## config.mk

```make
export PLATFORM = sky130hd
export DESIGN_NAME = bounded_ordered_list_engine
export DESIGN_NICKNAME = d
export VERILOG_FILES = /design/src/sv/boe_pkg.sv /design/src/sv/boe_ctrl.sv /design/src/sv/boe_datapath.sv /design/src/sv/bounded_ordered_list_engine.sv
export SDC_FILE = /design/constraint.sdc
export NUM_CORES = 2
export LEC_CHECK = 0
export BUFFER_PORTS_ARGS = -buffer_cell sky130_fd_sc_hd__buf_4
export CELL_PAD_IN_SITES_DETAIL_PLACEMENT = 2
export CELL_PAD_IN_SITES_GLOBAL_PLACEMENT = 2
export CORE_MARGIN = 2
export CORE_UTILIZATION = 40
export DETAILED_ROUTE_END_ITERATION = 8
export PLACE_DENSITY_LB_ADDON = 0.1
export REMOVE_ABC_BUFFERS = 1
export SLEW_MARGIN = 20
export SYNTH_ARGS = -nofsm -noshare
export SYNTH_HDL_FRONTEND = slang
export SYNTH_SLANG_ARGS = --single-unit
```

## constraint.sdc

```tcl
create_clock -name clk -period 13.3 [get_ports clk]
set_input_delay 0.665 -clock clk [delete_from_list [all_inputs] [get_ports clk]]
set_output_delay 0.665 -clock clk [all_outputs]
set_load 0.005 [all_outputs]
```

## src/sv/boe_pkg.sv

```systemverilog
// Shared types and constants for the bounded ordered list engine.
// Used by boe_ctrl, boe_datapath and the top level; no dependencies.
package boe_pkg;

	localparam int MAX_ENTRIES = 16;
	localparam int DATA_WIDTH  = 32;

	// Field widths fixed by the stream format
	localparam int OP_W   = 3;
	localparam int POS_W  = 5;
	localparam int CAP_W  = 5;
	localparam int CNTO_W = 5;
	localparam int ST_W   = 2;

	localparam int CNT_W = $clog2(MAX_ENTRIES + 1);
	localparam int IDX_W = $clog2(MAX_ENTRIES);
	localparam int CMP_A = (CNT_W > POS_W) ? CNT_W : POS_W;
	localparam int CMP_W = (CMP_A > CAP_W) ? CMP_A : CAP_W;

	localparam int IN_BITS   = POS_W + DATA_WIDTH;
	localparam int IN_TDATA  = ((IN_BITS + 7) / 8) * 8;
	localparam int OUT_BITS  = DATA_WIDTH + CNTO_W;
	localparam int OUT_TDATA = ((OUT_BITS + 7) / 8) * 8;

	typedef enum logic [OP_W-1:0] {
		OP_APPEND      = 3'd0,
		OP_REMOVE_LAST = 3'd1,
		OP_INSERT      = 3'd2,
		OP_DELETE      = 3'd3,
		OP_READ        = 3'd4
	} op_t;

	typedef enum logic [ST_W-1:0] {
		ST_DONE    = 2'd0,
		ST_BAD_POS = 2'd1,
		ST_FULL    = 2'd2,
		ST_EMPTY   = 2'd3
	} status_t;

	// Controller to datapath commands
	typedef struct packed {
		logic load_in;  // capture the incoming item
		logic exec;     // apply the held item and load the result register
	} boe_cmd_t;

endpackage

```

## src/sv/boe_ctrl.sv

```systemverilog
// Controller for the bounded ordered list engine: input/output handshake
// and sequencing of one item at a time. Depends on boe_pkg.
module boe_ctrl import boe_pkg::*; (
	input  logic     clk,
	input  logic     arst_n,
	input  logic     in_valid,
	output logic     in_ready,
	output logic     out_valid,
	input  logic     out_ready,
	output boe_cmd_t cmd
);

	typedef enum logic {
		S_IDLE,
		S_EXEC
	} state_t;

	state_t state_q;
	logic   out_valid_q;

	assign in_ready    = (state_q == S_IDLE);
	assign out_valid   = out_valid_q;
	assign cmd.load_in = in_valid && in_ready;
	// Apply only when the result register is free or drains this cycle
	assign cmd.exec    = (state_q == S_EXEC) && (!out_valid_q || out_ready);

	always_ff @(posedge clk or negedge arst_n) begin
		if (!arst_n) begin
			state_q     <= S_IDLE;
			out_valid_q <= 1'b0;
		end else begin
			unique case (state_q)
				S_IDLE: begin
					if (cmd.load_in) begin
						state_q <= S_EXEC;
					end
				end
				S_EXEC: begin
					if (cmd.exec) begin
						state_q <= S_IDLE;
					end
				end
				default: begin
					state_q <= S_IDLE;
				end
			endcase
			if (cmd.exec) begin
				out_valid_q <= 1'b1;
			end else if (out_ready) begin
				out_valid_q <= 1'b0;
			end
		end
	end

endmodule

```

## src/sv/boe_datapath.sv

```systemverilog
// Datapath for the bounded ordered list engine: input register, chain of
// entry cells with parallel shift, count, capacity register and result register.
// Depends on boe_pkg.
module boe_datapath import boe_pkg::*; (
	input  logic                  clk,
	input  logic                  arst_n,
	input  boe_cmd_t              cmd,
	input  logic [OP_W-1:0]       in_opcode,
	input  logic [POS_W-1:0]      in_position,
	input  logic [DATA_WIDTH-1:0] in_value,
	input  logic                  cap_we,
	input  logic [CAP_W-1:0]      cap_wdata,
	output logic [DATA_WIDTH-1:0] res_value,
	output logic [ST_W-1:0]       res_status,
	output logic [CNTO_W-1:0]     res_count
);

	op_t                   op_q;
	logic [POS_W-1:0]      pos_q;
	logic [DATA_WIDTH-1:0] val_q;
	logic [CNT_W-1:0]      count_q;
	logic [CAP_W-1:0]      cap_q;
	logic [DATA_WIDTH-1:0] entries_q [MAX_ENTRIES];
	logic [DATA_WIDTH-1:0] entries_d [MAX_ENTRIES];
	logic [DATA_WIDTH-1:0] res_value_q;
	status_t               res_status_q;
	logic [CNTO_W-1:0]     res_count_q;

	logic [CMP_W-1:0]      cnt_ext, pos_ext, cap_ext, eff_cap;
	logic                  full;
	logic                  app_ok, ins_ok, del_ok;
	logic [CNT_W-1:0]      count_d;
	status_t               status_d;
	logic [DATA_WIDTH-1:0] rd_d;

	assign cnt_ext = CMP_W'(count_q);
	assign pos_ext = CMP_W'(pos_q);
	assign cap_ext = CMP_W'(cap_q);

	always_comb begin
		if (cap_ext == '0) begin
			eff_cap = CMP_W'(1);
		end else if (cap_ext > CMP_W'(MAX_ENTRIES)) begin
			eff_cap = CMP_W'(MAX_ENTRIES);
		end else begin
			eff_cap = cap_ext;
		end
	end

	assign full = (cnt_ext >= eff_cap) || (cnt_ext >= CMP_W'(MAX_ENTRIES));

	// Decode the held item into status, read data and next count
	always_comb begin
		app_ok   = 1'b0;
		ins_ok   = 1'b0;
		del_ok   = 1'b0;
		count_d  = count_q;
		status_d = ST_DONE;
		rd_d     = '0;
		unique case (op_q)
			OP_APPEND: begin
				if (full) begin
					status_d = ST_FULL;
				end else begin
					app_ok  = 1'b1;
					count_d = count_q + CNT_W'(1);
				end
			end
			OP_REMOVE_LAST: begin
				if (count_q == '0) begin
					status_d = ST_EMPTY;
				end else begin
					count_d = count_q - CNT_W'(1);
				end
			end
			OP_INSERT: begin
				if (pos_ext > cnt_ext) begin
					status_d = ST_BAD_POS;
				end else if (full) begin
					status_d = ST_FULL;
				end else begin
					ins_ok  = 1'b1;
					count_d = count_q + CNT_W'(1);
				end
			end
			OP_DELETE: begin
				if (pos_ext >= cnt_ext) begin
					status_d = ST_BAD_POS;
				end else begin
					del_ok  = 1'b1;
					count_d = count_q - CNT_W'(1);
				end
			end
			OP_READ: begin
				if (pos_ext >= cnt_ext || pos_ext >= CMP_W'(MAX_ENTRIES)) begin
					status_d = ST_BAD_POS;
				end else begin
					rd_d = entries_q[pos_ext[IDX_W-1:0]];
				end
			end
			default: begin
				status_d = ST_DONE;
			end
		endcase
	end

	// Each cell picks from itself, its lower or upper neighbor, or the new value
	for (genvar g = 0; g < MAX_ENTRIES; g++) begin : g_cell
		localparam int DN = (g > 0) ? g - 1 : g;
		localparam int UP = (g < MAX_ENTRIES - 1) ? g + 1 : g;
		localparam logic [CMP_W-1:0] G = CMP_W'(g);

		always_comb begin
			entries_d[g] = entries_q[g];
			if (app_ok && cnt_ext == G) begin
				entries_d[g] = val_q;
			end
			if (ins_ok) begin
				if (G > pos_ext) begin
					entries_d[g] = entries_q[DN];
				end else if (G == pos_ext) begin
					entries_d[g] = val_q;
				end
			end
			if (del_ok && G >= pos_ext && g < MAX_ENTRIES - 1) begin
				entries_d[g] = entries_q[UP];
			end
		end

		always_ff @(posedge clk) begin
			if (cmd.exec) begin
				entries_q[g] <= entries_d[g];
			end
		end
	end

	always_ff @(posedge clk) begin
		if (cmd.load_in) begin
			op_q  <= op_t'(in_opcode);
			pos_q <= in_position;
			val_q <= in_value;
		end
		if (cmd.exec) begin
			res_value_q  <= rd_d;
			res_status_q <= status_d;
			res_count_q  <= CNTO_W'(count_d);
		end
	end

	always_ff @(posedge clk or negedge arst_n) begin
		if (!arst_n) begin
			count_q <= '0;
			cap_q   <= CAP_W'(MAX_ENTRIES);
		end else begin
			if (cmd.exec) begin
				count_q <= count_d;
			end
			if (cap_we) begin
				cap_q <= cap_wdata;
			end
		end
	end

	assign res_value  = res_value_q;
	assign res_status = res_status_q;
	assign res_count  = res_count_q;

endmodule

```

## src/sv/bounded_ordered_list_engine.sv

```systemverilog
// Top level of the bounded ordered list engine: stream ports, controller
// and datapath. Depends on boe_pkg, boe_ctrl and boe_datapath.
//
//   port group   dir  tdata (low bit up)                    tuser
//   s_axis_*     in   position[4:0], value[36:5], pad       opcode[2:0]
//   m_axis_*     out  read_value[31:0], entry_count[36:32]  status[1:0]
//   cfg_wr_*     in   capacity_limit[4:0]                   -
//
// An item is first registered in the input register, then applied to the
// entry cells, all of which shift in parallel as it is applied.
// Reset clears the count and sets the capacity to the full depth; entries
// hold unknown data until written. A stalled result holds in its register;
// the next item is taken meanwhile and waits in the input register.
module bounded_ordered_list_engine import boe_pkg::*; (
	input  logic                 clk,
	input  logic                 arst_n,
	input  logic                 s_axis_tvalid,
	output logic                 s_axis_tready,
	input  logic [IN_TDATA-1:0]  s_axis_tdata,   // position, value, zero pad
	input  logic [OP_W-1:0]      s_axis_tuser,   // opcode
	output logic                 m_axis_tvalid,
	input  logic                 m_axis_tready,
	output logic [OUT_TDATA-1:0] m_axis_tdata,   // read_value, entry_count, zero pad
	output logic [ST_W-1:0]      m_axis_tuser,   // status
	input  logic                 cfg_wr_en,
	input  logic [CAP_W-1:0]     cfg_wr_data
);

	boe_cmd_t              cmd;
	logic [DATA_WIDTH-1:0] res_value;
	logic [ST_W-1:0]       res_status;
	logic [CNTO_W-1:0]     res_count;

	boe_ctrl u_ctrl (
		.clk       (clk),
		.arst_n    (arst_n),
		.in_valid  (s_axis_tvalid),
		.in_ready  (s_axis_tready),
		.out_valid (m_axis_tvalid),
		.out_ready (m_axis_tready),
		.cmd       (cmd)
	);

	boe_datapath u_datapath (
		.clk         (clk),
		.arst_n      (arst_n),
		.cmd         (cmd),
		.in_opcode   (s_axis_tuser),
		.in_position (s_axis_tdata[POS_W-1:0]),
		.in_value    (s_axis_tdata[POS_W+DATA_WIDTH-1:POS_W]),
		.cap_we      (cfg_wr_en),
		.cap_wdata   (cfg_wr_data),
		.res_value   (res_value),
		.res_status  (res_status),
		.res_count   (res_count)
	);

	assign m_axis_tdata = OUT_TDATA'({res_count, res_value});
	assign m_axis_tuser = res_status;

endmodule
```

==> out/summary.md <==
Status
• **result of the run** completed

Synth
• **flip-flop and latch count after synthesis** 603
• **most frequent cell after synthesis** edfxtp_1
• **fraction of synthesis flops using an asynchronous set or reset pin** 1.99%
• **largest area contributor in the synthesized netlist** edfxtp_1
• **area fraction of the dominant cell type after synthesis** 41.1%
• **number of enable-type register cells in the synthesized netlist** 591
• **Syn. warnings** 0
• **post-synthesis sequential area ratio** 41.8%
• **summed instance area of the synthesized netlist** 43200 sq um
• **per-instance average area after synthesis** 10.5 sq um
• **synthesized instance count** 4099
• **top post-synthesis cells by count** 591 x edfxtp_1, 535 x mux2i_1, 376 x clkbuf_1
• **top cells by area in the synthesized netlist** edfxtp_1 41%, mux2i_1 12%, mux4_2 6.8%
• **dominant synthesized flop cell** edfxtp_1
• **Distinct cells, synth** 70

Critical path
• **Largest delay share family, worst path** buffers and inverters
• **crit-path max cell delay** 0.85 ns
• **Crit path top cell by count** buf_4
• **arrival time of data at the critical path endpoint** 5.24 ns
• **cell count of the worst reg-to-reg path** 10
• **Max stage delay cell, worst path** buf_4
• **type of element launching the critical path** flip-flop
• **number of cells on the critical path** 10
• **number of buffers and inverters on the critical path** 3
• **Critical Path RT** 13.69 ns
• **largest fanout on the critical path** 79
• **critical path class** reg2reg
• **kind of capture point of the worst setup path** flip-flop
• **cell-by-cell trace of the critical path** inv_1 -> ha_1 -> and4_4 -> a221o_1 -> a221oi_2 -> nand2_4 -> buf_4 -> buf_4 -> o22a_1 -> a21oi_1

Clock tree
• **buffer count from post-CTS setup fixing** 0
• **Root Driver** clkbuf_16
• **TritonCTS clock tree** built
• **insertion delay to the later sink of the worst-skew pair** 0.68 ns
• **# H-tree levels** 3
• **clock sink count** 603
• **total clock buffers created by CTS** 79
• **number of buffers on the longest clock path** 3
• **clock-pin slew of the registers on the worst-case setup and hold paths** 0.06 ns

Power and ir drop
• **peak ir drop on the vdd network** 0.000144 V
• **Power Dens Cells** 208 nW/um^2
• **static leakage** 16.3 nW
• **Tot Pwr** 0.00995 W

Global routing
• **combined global-route utilization of all metal layers** 33.7%
• **global-route wire length before repair** 280000 microns
• **number of antenna violations at the first check in global routing** 2
• **pin count of the biggest net entering global routing** 98
• **vias in the first global route** 40156
• **remaining global-route overflow** 0

Drt
• **total detailed-routing wirelength** 190000 microns
• **via count** 37701
• **final routed DRC violation total** 0
• **ratio of routed vias to standard cells** 7.01
• **final routed wire length divided by cell count** 35.4 microns
• **detailed-router iteration count before antenna repair** 6
• **post-detailed-route count of antenna-violating nets** 0
• **1st-iter DRT viols** 4212

Die
• **Die Footprint** 111000 sq um
• **floorplan die width** 333 microns
• **starting density of the core** 40.3%
• **count of standard-cell rows** 120
• **die height** 333 microns
• **core outline area** 107000 sq um
• **boundary pin count** 97

Timing
• **Slew headroom** 17.7%
• **number of hold-slack violations in the final timing report** 0
• **Fin Clk Skew** 0.0260 ns
• **final critical delay including setup and external delays** 4.84 ns
• **pins over their slew limit** 0
• **post-route setup slack** 8.46 ns
• **RSZ-0062 raised after global routing** no
• **number of failing setup endpoints in the final timing report** 0
• **peak clock frequency supported by timing** 206 MHz
• **Tightest Pin Transition** 1.23 ns
• **TNS Setup** 0 ns
• **Period Utilization, post-route** 36.4%

Place
• **number of port buffers** 90
• **HPWL after detailed placement** 110000 microns
• **Final Wtd Congestion** 0.862
• **worst slack at placement** 8.28 ns

Final layout
• **total of fill cells in the finished design** 10905
• **final net count** 3988
• **Area Overhead vs Synth** 10.7%
• **fraction of final layout cells sized beyond drive strength 1** 16.4%

Min path
• **cell depth of the worst hold path** 1
• **Worst Hold Class** in2reg

Flow run
• **# Max-Cap Violations** 0

## power by group
group	leakage [nW]	internal, W	switching (W)
clock	1.20	0.00121	0.000917
sequential	5.78	0.00324	0.000927
combinational	9.29	0.00153	0.00212
total	16.3	0.00598	0.00396
## per-layer routing
layer  share of wire [%]  routed length [microns]  up-vias  global-route usage [%]
met2                  47                    88800     1616                    54.4
met3                 7.1                    13600      432                    4.94
met4                 4.0                     7680        2                    13.6
met5              0.0079                       15        -                       0
li1                    -                        -    15696                       -
met1                  42                    80300    19955                    45.5
## worst reg2reg max path: stages (launching register included)
cell and delay, ns:
dfrtp_1 0.66, inv_1 0.16, ha_1 0.35, and4_4 0.27, a221o_1 0.42, a221oi_2 0.29
nand2_4 0.16, buf_4 0.79, buf_4 0.93, o22a_1 0.46, a21oi_1 0.10
## final timing paths
kind / start / to / slack, ns
min in group asynchronous: arst_n / u_datapath.cnt_ext[4] / 0.39
min: s_axis_tdata[31] / u_datapath.val_q[26] / 0.16
min reg2reg: u_datapath.cap_ext[0] / u_datapath.cap_ext[0] / 0.52
max in group asynchronous: arst_n / u_datapath.cap_ext[4] / 12.65
max: u_datapath.cnt_ext[2] / u_datapath.entries_q[8][21] / 8.46
max reg2reg: u_datapath.cnt_ext[2] / u_datapath.entries_q[8][21] / 8.46
## logic make-up (layout without fill, tap and decap cells)
family,count (synthesis),after routing,share of synthesized area [%]
flops,603,603,41.8
mux,766,766,22.1
other cells,1,4,0.00868
buf+inv,511,387,4.77
fa+ha+maj,16,16,0.463
compound gates,1409,1409,23.0
simple gates,793,793,7.93
## sequential cells by signal, summed over array words and instances, names as in the netlist
signal,flops
u_ctrl.out_valid,1
u_ctrl.state_q,1
u_datapath.cap_ext,5
u_datapath.cnt_ext,5
u_datapath.entries_q,512
u_datapath.op_q,3
u_datapath.pos_ext,5
u_datapath.res_count,5
u_datapath.res_status,2
u_datapath.res_value,32
u_datapath.val_q,32
## stage by stage
step / util (%) / instances / cell area, sq um / hold WS [ns]
global route: 44.7 / 5380 / 47800 / 0.141
global placement: 42.1 / 5223 / 45100 / 0.490
CTS: 44.4 / 5364 / 47500 / 0.127
detailed placement: 42.1 / 5224 / 45100 / 0.509
floorplan: - / 3610 / 41200 / 0.369
finish: 44.7 / 5381 / 47800 / 0.159
## area by class of cell
class / instances / area [sq um] / share of cell area [%]
Antenna cell: 1 / 2.50 / 0.00523
Tap cell: 1403 / 1760 / 3.67
Clock inverter: 40 / 298 / 0.623
Inverter: 20 / 82.6 / 0.173
Clock buffer: 99 / 2150 / 4.49
Multi-Input combinational cell: 2987 / 23600 / 49.3
Timing Repair Buffer: 228 / 1880 / 3.94
Sequential cell: 603 / 18000 / 37.8
## what timing repair did
item                                   in CTS  in global routing
resized for setup                           0                  0
endpoints found under the hold margin      11                  0
hold buffers                                1                  0
## layout by cell type, fill, tap and decap left out, types with 12 or more instances in the layout
| cell | synthesis | routed |
|---|---|---|
| clkinv_1 | 0 | 18 |
| mux4_2 | 130 | 130 |
| edfxtp_1 | 591 | 591 |
| inv_1 | 19 | 17 |
| nor2b_1 | 43 | 41 |
| a221o_1 | 29 | 29 |
| o21a_1 | 37 | 37 |
| clkinv_2 | 0 | 13 |
| clkbuf_1 | 376 | 15 |
| a22o_1 | 97 | 97 |
| buf_8 | 0 | 15 |
| nand3_1 | 64 | 63 |
| a21oi_1 | 207 | 196 |
| mux2i_1 | 535 | 535 |
| clkbuf_16 | 0 | 83 |
| nand2_1 | 365 | 358 |
| o221ai_1 | 34 | 34 |
| mux2_4 | 30 | 30 |
| o22ai_1 | 68 | 68 |
| mux2_2 | 71 | 71 |
| o2bb2ai_1 | 27 | 27 |
| buf_4 | 6 | 208 |
| nor2_4 | 1 | 12 |
| nor2_1 | 238 | 223 |
| a31oi_1 | 75 | 72 |
| ha_1 | 16 | 16 |
| o21ai_1 | 26 | 25 |
| a22oi_1 | 205 | 205 |
| and3_1 | 23 | 19 |
| o21ai_0 | 199 | 199 |
| a211oi_1 | 72 | 67 |
| o22a_1 | 199 | 199 |
| a21o_1 | 77 | 77 |
Power figures use the tool's default switching activity.
